`src/rtl/prws_pkg.sv`:
```
// ----------------------------------------------------------------------------
// prws_pkg
// Shared types, sizes and codes for the point region weight sum block.
// ----------------------------------------------------------------------------
package prws_pkg;

   localparam int MAX_BOXES   = 16;
   localparam int MAX_SPHERES = 16;

   localparam int COORD_W  = 24;
   localparam int WEIGHT_W = 32;
   localparam int SUM_W    = 37;
   localparam int RSQ_W    = 46;
   localparam int DIFF_W   = COORD_W + 1;
   localparam int SQ_W     = 2 * COORD_W + 1;
   localparam int D2_W     = SQ_W + 1;
   localparam int BCNT_W   = $clog2(MAX_BOXES + 1);
   localparam int SCNT_W   = $clog2(MAX_SPHERES + 1);

   // request codes on the input channel
   localparam logic [1:0] REQ_ADD_BOX    = 2'd0;
   localparam logic [1:0] REQ_ADD_SPHERE = 2'd1;

   // status codes on the result channel
   localparam logic [1:0] STATUS_QUERY  = 2'd0;
   localparam logic [1:0] STATUS_STORED = 2'd1;
   localparam logic [1:0] STATUS_FULL   = 2'd2;

   typedef logic signed [COORD_W-1:0]  coord_type;
   typedef logic signed [WEIGHT_W-1:0] weight_type;
   typedef logic signed [SUM_W-1:0]    sum_type;

   typedef enum logic [1:0] {
      OP_BOX,
      OP_SPHERE,
      OP_QUERY
   } op_type;

   // one item as it travels along the chain
   typedef struct packed {
      logic                    valid;
      op_type                  op;
      logic                    store;
      logic [BCNT_W-1:0]       bcnt;
      logic [SCNT_W-1:0]       scnt;
      coord_type [2:0]         pa;
      coord_type [2:0]         pb;
      logic [RSQ_W-1:0]        rsq;
      weight_type              w;
      sum_type                 sum;
      logic [1:0]              status;
   } item_type;

   function automatic sum_type add_weight(sum_type s, weight_type w);
      return s + {{(SUM_W - WEIGHT_W){w[WEIGHT_W-1]}}, w};
   endfunction

endpackage

```
`src/rtl/prws_req_if.sv`:
```
// ----------------------------------------------------------------------------
// prws_req_if
// Request channel: region adds and query points, valid/ready handshake.
// ----------------------------------------------------------------------------
interface prws_req_if
   import prws_pkg::*;
();
   logic       valid;
   logic       ready;
   logic [1:0] req_type;
   coord_type  ax;
   coord_type  ay;
   coord_type  az;
   coord_type  bx;
   coord_type  by;
   coord_type  bz;
   weight_type weight;

   modport source (output valid, req_type, ax, ay, az, bx, by, bz, weight, input ready);
   modport sink   (input valid, req_type, ax, ay, az, bx, by, bz, weight, output ready);
endinterface

```
`src/rtl/prws_entry.sv`:
```
// ----------------------------------------------------------------------------
// prws_entry
// Decodes a request, keeps the table fill counts, orders box corners and
// squares the sphere radius, then launches the item into the cell chain.
// ----------------------------------------------------------------------------
module prws_entry
   import prws_pkg::*;
(
   input  logic     clock,
   input  logic     reset,
   input  logic     adv,
   prws_req_if.sink req,
   output item_type item_out
);

   item_type                      item_ff, item_in;
   logic [BCNT_W-1:0]             bcnt_ff, bcnt_in;
   logic [SCNT_W-1:0]             scnt_ff, scnt_in;
   logic                          accept;
   logic signed [2*COORD_W-1:0]   rprod;

   assign req.ready = adv;
   assign accept    = req.valid && adv;
   assign item_out  = item_ff;

   // decode and prepare the item
   always_comb begin
      coord_type a_pt [3];
      coord_type b_pt [3];
      a_pt[0] = req.ax;
      a_pt[1] = req.ay;
      a_pt[2] = req.az;
      b_pt[0] = req.bx;
      b_pt[1] = req.by;
      b_pt[2] = req.bz;

      rprod = req.bx * req.bx;

      item_in        = '0;
      item_in.valid  = req.valid;
      item_in.bcnt   = bcnt_ff;
      item_in.scnt   = scnt_ff;
      item_in.w      = req.weight;
      item_in.rsq    = (rprod[2*COORD_W-1:RSQ_W] != '0) ? '1 : rprod[RSQ_W-1:0];
      bcnt_in        = bcnt_ff;
      scnt_in        = scnt_ff;

      for (int k = 0; k < 3; k++) begin
         item_in.pa[k] = a_pt[k];
         item_in.pb[k] = b_pt[k];
      end

      unique case (req.req_type)
         REQ_ADD_BOX: begin
            item_in.op = OP_BOX;
            for (int k = 0; k < 3; k++) begin
               if (a_pt[k] > b_pt[k]) begin
                  item_in.pa[k] = b_pt[k];
                  item_in.pb[k] = a_pt[k];
               end
            end
            if (bcnt_ff == BCNT_W'(MAX_BOXES)) begin
               item_in.status = STATUS_FULL;
            end else begin
               item_in.store  = 1'b1;
               item_in.status = STATUS_STORED;
               if (accept) begin
                  bcnt_in = bcnt_ff + BCNT_W'(1);
               end
            end
         end
         REQ_ADD_SPHERE: begin
            item_in.op = OP_SPHERE;
            if (scnt_ff == SCNT_W'(MAX_SPHERES)) begin
               item_in.status = STATUS_FULL;
            end else begin
               item_in.store  = 1'b1;
               item_in.status = STATUS_STORED;
               if (accept) begin
                  scnt_in = scnt_ff + SCNT_W'(1);
               end
            end
         end
         default: begin
            item_in.op     = OP_QUERY;
            item_in.status = STATUS_QUERY;
         end
      endcase
   end

   // fill counts and launch register
   always_ff @(posedge clock) begin
      if (reset) begin
         bcnt_ff       <= '0;
         scnt_ff       <= '0;
         item_ff.valid <= 1'b0;
      end else if (adv) begin
         bcnt_ff <= bcnt_in;
         scnt_ff <= scnt_in;
         item_ff <= item_in;
      end
   end

`ifndef SYNTH
   assert property (@(posedge clock) disable iff (reset)
      bcnt_ff <= BCNT_W'(MAX_BOXES) && scnt_ff <= SCNT_W'(MAX_SPHERES))
      else $error("fill count beyond table size");

   assert property (@(posedge clock) disable iff (reset)
      accept && req.req_type == REQ_ADD_BOX && bcnt_ff != BCNT_W'(MAX_BOXES)
      |=> bcnt_ff == $past(bcnt_ff) + BCNT_W'(1))
      else $error("box add did not advance box count");

   assert property (@(posedge clock) disable iff (reset)
      item_ff.valid && item_ff.status == STATUS_FULL |-> !item_ff.store)
      else $error("dropped add marked for store");
`endif

endmodule

```
`src/flat_wrapper.sv`:
```
// flat-port wrapper written by rule: the top's interface ports become plain ports
module prws_entry_flat import prws_pkg::*;
  (clock, reset, adv, item_out, req_valid, req_req_type, req_ax, req_ay, req_az, req_bx, req_by, req_bz, req_weight, req_ready);
  prws_req_if req_i ();
  input  logic clock;
  input  logic reset;
  input  logic adv;
  output item_type item_out;
  input wire logic [$bits(req_i.valid)-1:0] req_valid;
  input wire logic [$bits(req_i.req_type)-1:0] req_req_type;
  input wire logic [$bits(req_i.ax)-1:0] req_ax;
  input wire logic [$bits(req_i.ay)-1:0] req_ay;
  input wire logic [$bits(req_i.az)-1:0] req_az;
  input wire logic [$bits(req_i.bx)-1:0] req_bx;
  input wire logic [$bits(req_i.by)-1:0] req_by;
  input wire logic [$bits(req_i.bz)-1:0] req_bz;
  input wire logic [$bits(req_i.weight)-1:0] req_weight;
  output wire logic [$bits(req_i.ready)-1:0] req_ready;
  assign req_i.valid = req_valid;
  assign req_i.req_type = req_req_type;
  assign req_i.ax = req_ax;
  assign req_i.ay = req_ay;
  assign req_i.az = req_az;
  assign req_i.bx = req_bx;
  assign req_i.by = req_by;
  assign req_i.bz = req_bz;
  assign req_i.weight = req_weight;
  assign req_ready = req_i.ready;
  prws_entry u_core (.clock(clock), .reset(reset), .adv(adv), .req(req_i), .item_out(item_out));
endmodule
```
`config.mk`:
```
export PLATFORM = sky130hd
export DESIGN_NAME = prws_entry_flat
export DESIGN_NICKNAME = d
export VERILOG_FILES = /design/src/rtl/prws_pkg.sv /design/src/rtl/prws_req_if.sv /design/src/rtl/prws_entry.sv /design/src/flat_wrapper.sv
export SDC_FILE = /design/constraint.sdc
export NUM_CORES = 2
export LEC_CHECK = 0
export BUFFER_PORTS_ARGS = -buffer_cell sky130_fd_sc_hd__buf_4
export CORE_MARGIN = 4
export CORE_UTILIZATION = 63
export CTS_BUF_LIST = sky130_fd_sc_hd__clkbuf_4
export CTS_CLUSTER_SIZE = 16
export DETAILED_ROUTE_END_ITERATION = 16
export PLACE_DENSITY_LB_ADDON = 0.05
export SLEW_MARGIN = 20
export SYNTH_ARGS = -nofsm -noshare
export SYNTH_HDL_FRONTEND = slang
export SYNTH_SLANG_ARGS = --single-unit
```
`constraint.sdc`:
```
create_clock -name clock -period 30.7 [get_ports clock]
set_input_delay 3.07 -clock clock [delete_from_list [all_inputs] [get_ports clock]]
set_output_delay 3.07 -clock clock [all_outputs]
set_load 0.02 [all_outputs]
```
=== After elaboration in Yosys (flattened, before gate mapping) ===
Cells that the tools add are included.

* Divide/modulo/power cells: 0
* Shifts and indexed selects: 0
* Bitwise gates (word level): 3
* $add $sub $neg: 2
* Multiply operators: 1
* Equality and inequality tests: 3
* Muxes and demuxes: 14
* Order comparisons: 3
* Reductions and logical operators: 6

{| class="wikitable"
|+ Operators with widths
! kind !! count
|-
| two-way mux 144 bit || 1
|-
| two-way mux 24 bit || 6
|-
| > comparator 24 bit || 3
|-
| multiplier 24 x 24 -> 48 bit || 1
|-
| adder 5 x 1 -> 5 bit, second input constant || 2
|-
| == test 5 bit, second input constant || 2
|-
| case mux 2 bit (2 select lines) || 2
|-
| AND reduction 4 bit || 2
|-
| two-way mux 2 bit || 2
|-
| inverter 1 bit || 3
|-
| == test 2 x 1 -> 1 bit, second input constant || 1
|-
| logical NOT 2 bit || 1
|-
| two-way mux 1 bit || 2
|-
| case mux 1 bit (2 select lines) || 1
|-
| AND reduction 2 bit || 1
|-
| nonzero test 2 bit || 1
|-
| logical AND 1 bit || 1
|}

* Input port bits: 182
* RAM bits: 0
* Flip-flop bits (word level): 248
* Logic and storage cells: 48
* Latch bits: 0
* Memories kept: 0
* ROM bits: 0

=== Logic depth before layout (Yosys ltp) ===
* Depth in word-level cells: 3
* Mapped depth: 31
* Mapped depth without buffers: 27

=== Least setup slack after synthesis ===
OpenSTA, ideal clock, no wires.

* Path kind: input to register
* Start point: in reset
* End point: reg u_core.item_ff (netlist bit u_core.item_out[0]) (enable)
* Data required time: 29.831 ns
* Setup time: 0.869 ns
* Arrival time: 13.508 ns
* Slack: 16.323 ns
* Stages: 1
* Buffers on the path: 0
* Cells stage by stage: nor2b_1

* Word-level cells in the longest chain between the ends: 2

{| class="wikitable"
|+ RTL lines
! what !! RTL line !! RTL
|-
| from (decl) || flat_wrapper.sv:6 || <nowiki>input logic reset;</nowiki>
|-
| inverter 1 bit (no line) || -- ||
|-
| AND reduction 2 bit (no line) || -- ||
|-
| to (signal assigned) || prws_entry.sv:100 || <nowiki>item_ff <= item_in;</nowiki>
|-
| to (decl) || prws_entry.sv:16 || <nowiki>item_type item_ff, item_in;</nowiki>
|}

Every way passes these cells.
A chain may end at the register's enable or synchronous reset.

=== Worst setup path in the final report ===
* Start point: in req_bx[8]
* End point: reg u_core.item_ff (netlist bit u_core.item_out[80]) (data pin)

* Word-level cells in the longest chain between the ends: 2

{| class="wikitable"
|+ RTL lines
! what !! RTL line !! RTL
|-
| from (decl) || flat_wrapper.sv:14 || <nowiki>input wire logic [$bits(req_i.bx)-1:0] req_bx;</nowiki>
|-
| multiplier 24 x 24 -> 48 bit (*) || prws_entry.sv:37 || <nowiki>rprod = req.bx * req.bx;</nowiki>
|-
| nonzero test 2 bit || prws_entry.sv:44 || <nowiki>item_in.rsq = (rprod[2*COORD_W-1:RSQ_W] != '0) ? '1 : rprod[RSQ_W-1:0];</nowiki>
|}

Every way passes the cells marked *; elsewhere a longest branch is shown, timed or not.

==> impl_metrics.ini <==
[synth]
synthArstFlopShare = 0
synth_top_area_share = 0.365
synth_area_leaders = fa_1, edfxtp_1, ha_1
yosys.area.top_type = fa_1
seq_area_frac_synth = 0.240
synth_edf_count = 236
synth.most_common_cell = inv_1
synth_cell_type_count = 58
netlist_area_um2 = 30500
synth_warnings = 0
ys_ff_latch = 247
synth_ff_type = edfxtp_1
postSynthCellCount = 2847
synth.avg_cell_area_um2 = 10.7
synth_top_cells_by_count = inv_1, fa_1, nand2_1

[worst_hold_path]
hp-class = reg2reg
hold_path_depth = 0
min_to = u_core.item_out[265]$_DFFE_PP_
min_from = u_core.scnt_ff[4]$_SDFFE_PP0P_

[critical_path]
worstPathMaxFanout = 46
worst-endpoint-required_ns = 31.17
r2r-end = u_core.scnt_ff[3]$_SDFFE_PP0P_
r2r_slack_ns = 28.72
critPathCaptureType = flop
crit_arrival_ns = 11.53
criticalPathCategory = in2reg
rr_worst_depth = 8
r2r-start = u_core.scnt_ff[0]$_SDFFE_PP0P_
cp-start-kind = input pin

[clock_network]
cts_root_buf = clkbuf_4
clock_latency_ns = 0.78
clockBufferDepth = 3
path_clk_slew_ns = 0.06
cts_resized = 0
htree_levels = 3
cts_hold_buf = 0
cts_tree = built
cts_setup_buffers = 0
clock_sinks = 247
numCtsBuffers = 69

[detailed_routing]
drc = 0
antenna_left = 0
viasPerCell = 5.46
vias = 21400
first_pass_iters = 6
wl_per_cell_um = 21.2
dr.first_iter.drc_count = 1361
wirelength_um = 83200

[sta]
setup_slack_ns = 19.63
worstMarginPinSlew_ns = 1.03
finalHoldViolCount = 0
slew_viol_final = 0
fmax_mhz = 90.3
slew-limit-headroom = 0.314
grt_setup_unrepaired = false
fin_worst_skew_ns = 0.00735
timing.final.crit_share = 0.361
post-route-min-period_ns = 11.07
setup_viol_count_final = 0
fin_tns_setup_ns = 0

[run]
cap_violations = 0

[global_routing]
grt_use_total = 0.328
grt_pass1_wl_um = 132000
grt_pass1_vias = 23600
overflow = 0
grt_max_degree = 168
antenna_found_initial = 8

[floorplan]
fp.dieH_um = 228
dieArea_um2 = 51900
core_area_um2 = 47700
start_util = 0.638
io_pins = 458
die_x_um = 228
num_rows = 80

[place]
gp_congestion = 0.949
portBuffers = 420
place_ws_ns = 18.96
dp_hpwl_um = 67700

[cells_and_area]
nFillCells = 3504
postLayoutCoreUtil = 0.730
area_growth_pct = 14.5
finalNetCount = 4221
drive_gt1_frac = 0.212

[run_status]
status = finished clean
[layout by cell type (no fill, tap or decap), drive strengths merged, types with 37 or more instances in the layout]
cell	instances
a21oi	54
o21ai	46
nor2	149
fa	555
edfxtp	236
buf	428
ha	225
inv	757
xnor2	38
mux2	145
conb	37
clkbuf	99
nand2	263
a21o	38
[per-layer routing]
layer  global-route usage  vias to the layer above  routed length (µm)
met1                0.410                    10700               30800
met2                0.549                     1006               41200
met4                0.125                        2                3390
met3               0.0928                      209                7810
li1                     -                     9509                   -
met5                    0                        -                  13
[area by class of cell]
class,count,area [µm²],area share
Tap cell,615,769,0.0221
Sequential cell,247,7310,0.210
Clock inverter,17,110,0.00316
Clock buffer,99,743,0.0213
Multi-Input combinational cell,1754,19800,0.569
Inverter,759,2850,0.0817
Antenna cell,8,20.0,0.000574
Timing Repair Buffer,428,3230,0.0926
[kinds of logic after synthesis]
family | share of synthesized area
simple gates | 0.0746
other cells | 0.000123
xor+xnor | 0.0190
buf+inv | 0.114
mux | 0.0552
flops | 0.240
fa+ha+maj | 0.457
compound gates | 0.0396
[critical path: stages]
cell      delay, ns
buf_4          0.26
inv_1          0.42
nor2_1         0.28
inv_1          0.10
fa_1           0.52
fa_1           0.55
inv_1          0.06
fa_1           0.48
ha_1           0.30
ha_1           0.29
inv_1          0.06
fa_1           0.48
fa_1           0.51
inv_1          0.04
ha_1           0.36
a21oi_1        0.10
o21ai_0        0.44
nor3_1         0.10
buf_4          0.17
o31ai_2        0.73
a211oi_1       0.33
o21a_1         0.30
o31a_1         0.27
xnor2_1        0.16
and3b_2        0.90
o21ai_0        0.19
[per-stage QoR]
stage	hold slack (ns)	instances	instance area, µm²
final	0.495	3927	34900
after global routing	0.528	3927	34900
after CTS	0.495	3919	34900
after detailed placement	0.479	3803	34000
after global placement	0.460	3802	34000
after floorplan	0.450	2883	30600
[sequential cells by signal (all words and copies together), names as in the netlist]
name	cells
u_core.item_out	237
u_core.bcnt_ff	5
u_core.scnt_ff	5
[how the worst max path moves through the flow]
| stage | to | slack [ns] | from |
|---|---|---|---|
| 2_1_floorplan | u_core.item_out[0]$_DFFE_PP_ | 16.32 | reset |
| 3_3_place_gp | u_core.item_out[80]$_SDFFCE_PP1P_ | 19.14 | req_bx[11] |
| 3_5_place_dp | u_core.item_out[80]$_SDFFCE_PP1P_ | 18.96 | req_bx[11] |
| 4_1_cts | u_core.item_out[80]$_SDFFCE_PP1P_ | 19.81 | req_bx[11] |
| 5_1_grt | u_core.item_out[80]$_SDFFCE_PP1P_ | 19.35 | req_bx[11] |
| 6_report | u_core.item_out[80]$_SDFFCE_PP1P_ | 19.63 | req_bx[8] |
Power is not shown: default switching activity piles up to over one toggle a cycle in this logic, so the estimate is an artifact.
