**src/rtl/prws_pkg.sv**
```systemverilog
// ----------------------------------------------------------------------------
// prws_pkg
// Shared types, sizes and codes for the point region weight sum block.
// ----------------------------------------------------------------------------
package prws_pkg;

   localparam int MAX_BOXES   = 16;
   localparam int MAX_SPHERES = 16;

   localparam int COORD_W  = 24;
   localparam int WEIGHT_W = 32;
   localparam int SUM_W    = 37;
   localparam int RSQ_W    = 46;
   localparam int DIFF_W   = COORD_W + 1;
   localparam int SQ_W     = 2 * COORD_W + 1;
   localparam int D2_W     = SQ_W + 1;
   localparam int BCNT_W   = $clog2(MAX_BOXES + 1);
   localparam int SCNT_W   = $clog2(MAX_SPHERES + 1);

   // request codes on the input channel
   localparam logic [1:0] REQ_ADD_BOX    = 2'd0;
   localparam logic [1:0] REQ_ADD_SPHERE = 2'd1;

   // status codes on the result channel
   localparam logic [1:0] STATUS_QUERY  = 2'd0;
   localparam logic [1:0] STATUS_STORED = 2'd1;
   localparam logic [1:0] STATUS_FULL   = 2'd2;

   typedef logic signed [COORD_W-1:0]  coord_type;
   typedef logic signed [WEIGHT_W-1:0] weight_type;
   typedef logic signed [SUM_W-1:0]    sum_type;

   typedef enum logic [1:0] {
      OP_BOX,
      OP_SPHERE,
      OP_QUERY
   } op_type;

   // one item as it travels along the chain
   typedef struct packed {
      logic                    valid;
      op_type                  op;
      logic                    store;
      logic [BCNT_W-1:0]       bcnt;
      logic [SCNT_W-1:0]       scnt;
      coord_type [2:0]         pa;
      coord_type [2:0]         pb;
      logic [RSQ_W-1:0]        rsq;
      weight_type              w;
      sum_type                 sum;
      logic [1:0]              status;
   } item_type;

   function automatic sum_type add_weight(sum_type s, weight_type w);
      return s + {{(SUM_W - WEIGHT_W){w[WEIGHT_W-1]}}, w};
   endfunction

endpackage

```
**src/rtl/prws_box_cell.sv**
```systemverilog
// ----------------------------------------------------------------------------
// prws_box_cell
// One box slot of the chain: stores its box on the matching add and adds
// its weight to a passing query whose point lies inside the bounds.
// ----------------------------------------------------------------------------
module prws_box_cell
   import prws_pkg::*;
(
   input  logic              clock,
   input  logic              reset,
   input  logic              adv,
   input  logic [BCNT_W-1:0] cell_idx,
   input  item_type          item_i,
   output item_type          item_o
);

   item_type        item_ff, item_in;
   coord_type [2:0] lo_ff;
   coord_type [2:0] hi_ff;
   weight_type      w_ff;
   logic            hit;

   assign item_o = item_ff;

   // containment test, bounds inclusive
   always_comb begin
      hit = item_i.op == OP_QUERY && cell_idx < item_i.bcnt;
      for (int k = 0; k < 3; k++) begin
         if (item_i.pa[k] < lo_ff[k] || item_i.pa[k] > hi_ff[k]) begin
            hit = 1'b0;
         end
      end
      item_in = item_i;
      if (hit) begin
         item_in.sum = add_weight(item_i.sum, w_ff);
      end
   end

   // box storage, written by the add aimed at this slot
   always_ff @(posedge clock) begin
      if (adv && item_i.valid && item_i.op == OP_BOX && item_i.store &&
          item_i.bcnt == cell_idx) begin
         lo_ff <= item_i.pa;
         hi_ff <= item_i.pb;
         w_ff  <= item_i.w;
      end
   end

   // chain register
   always_ff @(posedge clock) begin
      if (reset) begin
         item_ff.valid <= 1'b0;
      end else if (adv) begin
         item_ff <= item_in;
      end
   end

endmodule

```
**config.mk**
```make
export PLATFORM = sky130hd
export DESIGN_NAME = prws_box_cell
export DESIGN_NICKNAME = d
export VERILOG_FILES = /design/src/rtl/prws_pkg.sv /design/src/rtl/prws_box_cell.sv
export SDC_FILE = /design/constraint.sdc
export NUM_CORES = 1
export LEC_CHECK = 0
export CORE_MARGIN = 2
export CORE_UTILIZATION = 40
export CTS_BUF_LIST = sky130_fd_sc_hd__clkbuf_8 sky130_fd_sc_hd__clkbuf_16
export CTS_CLUSTER_SIZE = 28
export DETAILED_ROUTE_END_ITERATION = 12
export DONT_BUFFER_PORTS = 1
export GPL_ROUTABILITY_DRIVEN = 0
export PLACE_DENSITY = 0.6
export SYNTH_ARGS = -nofsm -noshare
export SYNTH_HDL_FRONTEND = slang
export SYNTH_SLANG_ARGS = --single-unit
```
**constraint.sdc**
```tcl
create_clock -name clock -period 33.3 [get_ports clock]
set_input_delay 9.99 -clock clock [delete_from_list [all_inputs] [get_ports clock]]
set_output_delay 9.99 -clock clock [all_outputs]
set_load 0.01 [all_outputs]
```
=== After elaboration in Yosys (flattened, before gate mapping) ===
Cells that the tools add are included.

* Flip-flop bits (word level): 451
* Input bits: 283

* Add/subtract/negate cells: 1
* Order comparisons: 7
* Equal/unequal tests: 2
* Mux-type cells: 4
* Bitwise gates (word level): 1
* Reductions and logical operators: 10

{| class="wikitable"
|+ Operators by type and width
! cell !! count
|-
| 24-bit greater-than comparator || 3
|-
| 24-bit < comparator || 3
|-
| 37-bit adder || 1
|-
| 37-bit 2-to-1 mux || 1
|-
| 5-bit == test || 1
|-
| 1-bit logical AND || 5
|-
| 5-bit < comparator || 1
|-
| 1-bit logical OR || 3
|-
| 1-bit 2-to-1 mux || 3
|-
| 2-bit == test, second input constant || 1
|-
| 2-bit zero test || 1
|-
| 2-bit AND reduction || 1
|-
| 1-bit inverter || 1
|}

=== Depth between registers and ports, before layout ===
Gate-level depths: netlist of the first run.

* Depth after elaboration: 6
* Mapped depth: 13
* Gate-level depth less buffers: 11

=== Worst setup path after synthesis of the first run ===
OpenSTA, ideal clock, no wires.

* Path kind: input -> register
* From: in item_i[273] (netlist name)
* To: reg hi_ff[0] (netlist name), enable pin
* Library setup time: 1.163 ns
* Data arrival time: 26.999 ns
* Required time: 32.137 ns
* Setup slack: 5.138 ns
* Cell stages on the path: 1
* Path buffers: 0
* Cell sequence: nor4_1

* Longest elaborated chain between the ends: 4

{| class="wikitable"
|+ Ends and longest elaborated chain
! element !! line !! RTL
|-
| start, declared || prws_box_cell.sv:13 || <nowiki>input item_type item_i,</nowiki>
|-
| 2-bit zero test || prws_box_cell.sv:41 || <nowiki>if (adv && item_i.valid && item_i.op == OP_BOX && item_i.store &&</nowiki>
|-
| 1-bit logical AND (3 in a row) || prws_box_cell.sv:41 ||
|-
| end signal, assigned || prws_box_cell.sv:44 || <nowiki>hi_ff <= item_i.pb;</nowiki>
|-
| end, declared || prws_box_cell.sv:19 || <nowiki>coord_type [2:0] hi_ff;</nowiki>
|}

Every way passes these cells.
A chain may end at the register's enable or synchronous reset.

==> results.md, run 1 <==
* Final setup TNS at 0 ns
* Die extent in x at between 200 and 250 um
* Area Overhead vs Synth at 12.82%
* Count of endpoints failing setup in the final report at 0
* Count of state elements after synthesis at 451
* Cell area power density at 57.87 mW/mm2
* Count of cells along the worst register-to-register path at 11
* Worst clock skew on the final layout at about 0.017 ns
* Wire per inst at 21.86 um
* Final antenna-violating net count at 0
* Diode count at 0
* Worst slack at placement at 19.77 ns
* Full die area at 0.05134 mm2
* Fraction of layout instances using a drive strength above 1 at 0.09227
* Clock Tree Buf Depth at 3
* Post-synth EDFFs at 450
* Number of library cell types mapped by synthesis at 63
* Worst-margin pin slew at around 1.1 ns
* Root buffer cell: clkbuf_16
* Clock tree from TritonCTS: built
* # IOs at ~560
* Number of maximum-capacitance constraint violations at 0
* Start point of the worst min-delay path: item_o[274]$_SDFFE_PP0P_
* Origin of the worst setup path: item_i[246]
* Data required time of the worst path at 33.62 ns
* Total of buffers placed on input and output ports at 0
* Via count of the first global-routing pass at 10700
* Setup slack, reg-to-reg at ~30 ns
* Utilization after layout at 0.4567
* Result of the run: completed
* Global route total overflow at 0
* Pwr Total at ~1300 uW
* Core area at 0.04895 mm2
* CTS sink cnt at 451
* Half-perimeter wire length of the detailed placement result at 33340 um
* Startpoint of the worst register-to-register path: hi_ff[57]$_DFFE_PP_
* Wire length of the first global-routing pass at 64780 um
* Initial DRT Pass Iterations at 4
* Max-slew headroom at 0.2919
* WS Path Type: primary input to flip-flop
* Sort of element at the end of the critical path: flip-flop
* Maximum clock frequency at 78.21 MHz
* Share of synthesized flip-flops with an asynchronous set or reset at 0
* HP Class: flip-flop to flip-flop
* Largest net degree at the start of global routing at 177
* Number of nets in the layout at 1825
* Number of buffers inserted to repair setup after CTS at 0
* H-tree depth at 2
* Vias at 10684
* Number of violations reported at the end of detailed-routing iteration 0 at 578
* R2R Path End: item_o[5]$_DFFE_PP_
* Initial antenna violation count at 0
* Leakage power of the design at about 0.0086 uW
* Post-Syn Area per Cell at 15.08 um2
* CTS Hold Buffers Added at 0
* Final-report hold violation count at 0
* Portion of the clock cycle consumed by the worst path in the final layout at 0.3840
* Slack of the critical path at approximately 21 ns
* Number of core rows at 81
* Top_reg_cell synth: edfxtp_1
* Synthesized instance count at approximately 1300
* Final routed DRC violation total at 0
* RSZ-0062 raised after global routing: no
* Die Ht at 226.6 um
* Count of cells resized by post-cts repair at 0
* Peak VDD IR at a little under 40 uV
* Cell area after synthesis at 0.01982 mm2
* Clock Latency Late Sink at 0.58 ns
* Hold Path End: item_o[274]$_SDFFE_PP0P_
* Register clock-pin slew on the reported worst setup and hold paths at 0.06 ns
* Critical path fanouts, max at 35
* Kind of start point of the critical path: primary input
* Time the worst path needs with I/O delays and setup at 12.79 ns
* Synthesized Nets at about 1800
* CTS buffer count at 47
* Initial standard-cell utilization of the core at 0.4048
* Total Routing Usage GR at 0.1689
* Cells on Worst Hold Path at 2
* Share of the yosys chip area belonging to registers at 0.6829
* Final wirelength at 45070 um
* Routed via count divided by cell count at approximately 5.2
* Data arrival time of the critical path at approximately 13 ns
* Minimum hold slack at about 0.56 ns
* Final-report max-slew violation count at 0
* Number of warnings issued by yosys at 0
placed cells by master, fill, tap and decap left out, types with 4 or more instances in the layout:
cell type and count:
inv_1 168, buf_4 5, o21bai_1 6, o21ai_0 48, nor4_1 4, ha_1 182, mux2_4 17, clkbuf_16 49
or3_1 6, and3_1 6, a21o_1 33, nor2_1 39, xnor2_1 20, nand3_1 16, a31oi_1 6, nand4_1 29
nor2b_1 12, bufinv_16 9, clkinv_2 6, o31ai_1 5, a21oi_1 87, clkinv_1 7, edfxtp_1 450, o211ai_1 11
and2_1 5, clkinvlp_4 4, a211o_1 8, xor2_1 10, a211oi_1 13, o21a_1 4, inv_6 4, nor3_1 8
nand2_1 49, mux2_2 12
routing by layer:
| metal | global-route usage | part of all wire | up-vias |
|---|---|---|---|
| met5 | 0 | 0 | - |
| met1 | 0.2110 | 0.41 | 5163 |
| met4 | 0.04839 | 0.018 | 0 |
| li1 | - | - | 5053 |
| met3 | 0.04821 | 0.071 | 61 |
| met2 | 0.2856 | 0.50 | 407 |
cells by family (layout without fill, tap and decap cells):
family / after synthesis / count (layout) / share of synthesized area
flops: 451 / 451 / 0.6829
compound gates: 247 / 247 / 0.08012
simple gates: 197 / 197 / 0.05247
fa+ha+maj: 183 / 183 / 0.1159
buf+inv: 174 / 258 / 0.03410
mux: 32 / 32 / 0.02121
xor+xnor: 30 / 30 / 0.01326
where the power goes:
| part | switching [uW] | leakage (uW) | internal (uW) |
|---|---|---|---|
| clock | 227 | 0.000836 | 341 |
| combinational | 31.0 | 0.00360 | 21.2 |
| sequential | 21.2 | 0.00416 | 652 |
| total | 279 | 0.00859 | 1010 |
area by class of cell:
| cell class | count | area, um2 |
|---|---|---|
| tap | 664 | 830.8 |
| inverter | 164 | 615.6 |
| fill | 4250 | 26590 |
| clock inverter | 39 | 471.7 |
| clock buffer | 49 | 1226 |
| sequential | 451 | 13530 |
| timing repair buffer | 6 | 57.56 |
| multi-input combinational | 689 | 5622 |
worst max path at each step:
| stage | endpoint | cells past startpoint | slack [ns] |
|---|---|---|---|
| after global routing | item_o[2]$_DFFE_PP_ | 10 | 20.22 |
| after floorplan | hi_ff[0]$_DFFE_PP_ | 1 | 5.14 |
| final | item_o[5]$_DFFE_PP_ | 10 | 20.51 |
| after detailed placement | item_o[3]$_DFFE_PP_ | 10 | 19.77 |
| after global placement | item_o[5]$_DFFE_PP_ | 10 | 19.76 |
| after CTS | item_o[3]$_DFFE_PP_ | 10 | 20.39 |
critical path: stages:
cell and delay [ns]:
ha_1 0.29, a211oi_1 0.24, o21bai_1 0.11, a211oi_1 0.26
o21ai_0 0.18, a221oi_1 0.31, mux2i_1 0.55, or4b_2 0.22
buf_4 0.48, mux2_2 0.40
flip-flops by register name (all words and copies together), names as in the netlist:
name / count
item_o: 275
hi_ff: 72
lo_ff: 72
w_ff: 32
cells in the mapped netlist (3+ instances only):
| library cell | instances | area [um2] |
|---|---|---|
| nor2b_1 | 13 | 81.33 |
| a21boi_0 | 3 | 22.52 |
| or3_1 | 6 | 37.54 |
| edfxtp_1 | 450 | 13510 |
| nand4_1 | 29 | 181.4 |
| nand3_1 | 16 | 80.08 |
| inv_1 | 164 | 615.6 |
| nor3_1 | 8 | 40.04 |
| nor2_1 | 39 | 146.4 |
| or2_2 | 3 | 18.77 |
| buf_6 | 3 | 33.78 |
| mux2_2 | 12 | 135.1 |
| a211oi_1 | 13 | 97.59 |
| mux2i_1 | 3 | 30.03 |
| mux2_4 | 17 | 255.2 |
| a211o_1 | 8 | 70.07 |
| a21oi_1 | 87 | 435.4 |
| o21ai_0 | 48 | 240.2 |
| nor3_2 | 3 | 30.03 |
| xnor2_1 | 20 | 175.2 |
| o2111ai_1 | 3 | 26.28 |
| nor4_1 | 5 | 31.28 |
| ha_1 | 182 | 2277 |
| clkbuf_1 | 7 | 26.28 |
| nor3b_1 | 3 | 22.52 |
| a31oi_1 | 6 | 37.54 |
| and3_1 | 6 | 37.54 |
| o21a_1 | 4 | 30.03 |
| o31ai_1 | 5 | 37.54 |
| a21o_1 | 33 | 247.7 |
| o211ai_1 | 11 | 82.58 |
| o21bai_1 | 6 | 45.04 |
| and2_1 | 5 | 31.28 |
| xor2_1 | 10 | 87.58 |
| nand2_1 | 49 | 183.9 |
through the flow:
| step | cell area (um2) | std cells |
|---|---|---|
| after floorplan | 19820 | 1314 |
| after global placement | 20660 | 1974 |
| after detailed placement | 20660 | 1974 |
| after CTS | 22360 | 2062 |
| after global routing | 22360 | 2062 |
| final | 22360 | 2062 |
Note: power is estimated with default switching activity, not from simulation.
==> run 2, diff against run 1 <==
Clock period 33.3 ns to 12 ns, I/O delays scaled along.
==> results.md, run 2 (same netlist as run 1, synthesis figures left out) <==
* Result of the run: completed (unchanged)
* Internal portion of total power at 2764 uW (was 1014 uW)
* H-tree depth at 2 (unchanged)
* Maximum clock frequency at 156.6 MHz
* Global route total overflow at 0 (unchanged)
* Final-report hold violation count at 0 (unchanged)
* RSZ-0062 raised after global routing: no (unchanged)
* Start point of the worst min-delay path: item_o[274]$_SDFFE_PP0P_ (unchanged)
* Clock Latency Late Sink at 0.58 ns (about the same)
* Post-Layout Cell Count at 2063 (was 2062)
* Slowest-stage cell, CP: or4b_2 (was mux2i_1)
* Total Routing Usage GR at 0.1708 (was 0.1689)
* Full die area at 0.05134 mm2 (unchanged)
* Switching share of total power at 0.2214 (was 0.2160)
* Final routed DRC violation total at 0 (unchanged)
* Vias at 10718 (was 10684)
* R2R Path End: item_o[21]$_DFFE_PP_ (was item_o[5]$_DFFE_PP_)
* Core area at 0.04895 mm2 (unchanged)
* Data required time of the worst path at 12.32 ns (was 33.62 ns)
* Half-perimeter wire length of the detailed placement result at 33330 um (was 33340 um)
* Root buffer cell: clkbuf_16 (unchanged)
* Number of core rows at 81 (unchanged)
* Worst slack at placement at 4.923 ns (was 19.77 ns)
* Startpoint of the worst register-to-register path: hi_ff[23]$_DFFE_PP_ (was hi_ff[57]$_DFFE_PP_)
* Initial standard-cell utilization of the core at 0.4048 (unchanged)
* Count of cells along the worst register-to-register path at 10 (was 11)
* Die extent in x at 226.6 um (unchanged)
* Final setup TNS at 0 ns (unchanged)
* Largest net degree at the start of global routing at 177 (unchanged)
* Number of maximum-capacitance constraint violations at 0 (unchanged)
* Flip-flop count of the largest register, all copies and words added at 275 (unchanged)
* Fraction of layout instances using a drive strength above 1 at 0.09306 (was 0.09227)
* Register clock-pin slew on the reported worst setup and hold paths at 0.06 ns (about the same)
* Worst path max stage delay at 0.63 ns (was 0.55 ns)
* Cell area power density at 159.0 mW/mm2 (was 57.87 mW/mm2)
* Portion of the clock cycle consumed by the worst path in the final layout at 0.5322
* Wire per inst at 21.99 um (was 21.86 um)
* Clock tree from TritonCTS: built (unchanged)
* Peak VDD IR at 125.5 uV (was 39.23 uV)
* Sort of element at the end of the critical path: flip-flop (unchanged)
* # IOs at 558 (unchanged)
* Leakage power of the design at 0.008567 uW (was 0.008593 uW)
* Wire length of the first global-routing pass at 65520 um (was 64780 um)
* Count of filler cells inserted in the layout at 4273 (was 4250)
* NetSw at 786.0 uW (was 279.5 uW)
* Cells on Worst Hold Path at 2 (unchanged)
* Worst clock skew on the final layout at 0.01737 ns (was 0.01712 ns)
* Kind of start point of the critical path: primary input (unchanged)
* Worst-path cell chain: ha_1 > nand4_2 > nor4_2 > o31ai_1 > nor3b_1 > a211o_1 > or4b_2 > buf_4 > mux2_4 (was ha_1 > a211oi_1 > o21bai_1 > a211oi_1 > o21ai_0 > a221oi_1 > mux2i_1 > or4b_2 > buf_4 > mux2_2)
* Number of instances in the placed design at 1972 (was 1974)
* Total of buffers placed on input and output ports at 0 (unchanged)
* Highest-count cells in the layout ignoring fill and taps: edfxtp_1, ha_1, inv_1 (unchanged)
* Clock Tree Buf Depth at 3 (unchanged)
* Initial DRT Pass Iterations at 5 (was 4)
* Final-report max-slew violation count at 0 (unchanged)
* Number of violations reported at the end of detailed-routing iteration 0 at 477 (was 578)
* Most frequent standard cell in the layout excluding fill and tap cells: edfxtp_1 (unchanged)
* HP Class: flip-flop to flip-flop (unchanged)
* CTS Hold Buffers Added at 0 (unchanged)
* Data arrival time of the critical path at 6.71 ns (was 13.11 ns)
* Die Ht at 226.6 um (unchanged)
* Hold Path End: item_o[274]$_SDFFE_PP0P_ (unchanged)
* Area Overhead vs Synth at 12.67% (was 12.82%)
* Combinational Power Share at 0.041 (was 0.040)
* Number of buffers inserted to repair setup after CTS at 0 (unchanged)
* WS Path Type: primary input to flip-flop (unchanged)
* Time the worst path needs with I/O delays and setup at 6.387 ns
* Final wirelength at 45370 um (was 45070 um)
* Critical path fanouts, max at 35 (unchanged)
* Setup slack, reg-to-reg at 8.26 ns (was 29.58 ns)
* Via count of the first global-routing pass at 10994 (was 10700)
* CTS sink cnt at 451 (unchanged)
* Initial antenna violation count at 6 (was 0)
* Worst-margin pin slew at 1.205 ns (was 1.062 ns)
* CTS buffer count at 48 (was 47)
* Routed via count divided by cell count at 5.195 (was 5.181)
* Count of cells resized by post-cts repair at 0 (unchanged)
* Max-slew headroom at 0.1969 (was 0.2919)
* Count of endpoints failing setup in the final report at 0 (unchanged)
* Clock network fraction of design power at 0.433 (was 0.439)
* Number of nets in the layout at 1824 (was 1825)
* Slack of the critical path at 5.613 ns (was 20.51 ns)
* Sequential fraction of design power at 0.526 (was 0.520)
* Final antenna-violating net count at 0 (unchanged)
==> run 2: metal layers <==
| metal | track usage | part of all wire | routed length, um |
|---|---|---|---|
| met3 | 0.05974 | 0.084 | 3803 |
| met1 | 0.2033 | 0.40 | 18100 |
| met2 | 0.2897 | 0.49 | 22320 |
| met5 | 0 | 0.00042 | 19 |
| met4 | 0.05369 | 0.025 | 1122 |
==> run 2: worst max-delay path by stage <==
| stage | start | end | slack [ns] |
|---|---|---|---|
| global placement | item_i[190] | item_o[36]$_DFFE_PP_ | 4.95 |
| global route | item_i[190] | item_o[37]$_DFFE_PP_ | 5.44 |
| floorplan | adv | item_o[0]$_DFFE_PP_ | 0.83 |
| CTS | item_i[190] | item_o[35]$_DFFE_PP_ | 5.54 |
| finish | item_i[212] | item_o[21]$_DFFE_PP_ | 5.61 |
| detailed placement | item_i[190] | item_o[31]$_DFFE_PP_ | 4.92 |
==> run 2: area by class of cell <==
type,instances,area (um2),share of cell area
antenna,2,5.005,0.0002242
clock buffer,48,1201,0.05380
clock inverter,41,455.4,0.02040
inverter,164,615.6,0.02757
multi-input combinational,689,5630,0.2522
sequential,451,13530,0.6061
tap,664,830.8,0.03721
timing repair buffer,4,55.05,0.002466
==> run 2: power groups by stage <==
stage | combinational, uW | clock [uW] | sequential, uW
after floorplan | 111 | 0 | 1900
after global placement | 141 | 0 | 1900
after detailed placement | 145 | 0 | 1900
after CTS | 147 | 1580 | 1870
after global routing | 165 | 1630 | 1870
final | 145 | 1540 | 1870
==> run 2: per-stage QoR <==
| step | instance area, um2 | hold slack [ns] | util | total power, uW |
|---|---|---|---|---|
| after CTS | 22320 | 0.5741 | 0.4560 | 3598 |
| after detailed placement | 20660 | 0.5623 | 0.4222 | 2047 |
| final | 22330 | 0.5710 | 0.4561 | 3550 |
| after global routing | 22330 | 0.6315 | 0.4561 | 3669 |
| after floorplan | 19830 | 0.5279 | - | 2007 |
| after global placement | 20660 | 0.5495 | 0.4222 | 2045 |
==> run 2: critical path, delay by kind of cell <==
kind | cells | cell delay, ns
AO/OA/AOI/OAI | 2 | 0.49
adder cells (fa/ha/maj) | 1 | 0.38
buffers and inverters | 1 | 0.30
multiplexers | 1 | 0.37
AND/OR/NAND/NOR | 4 | 1.49
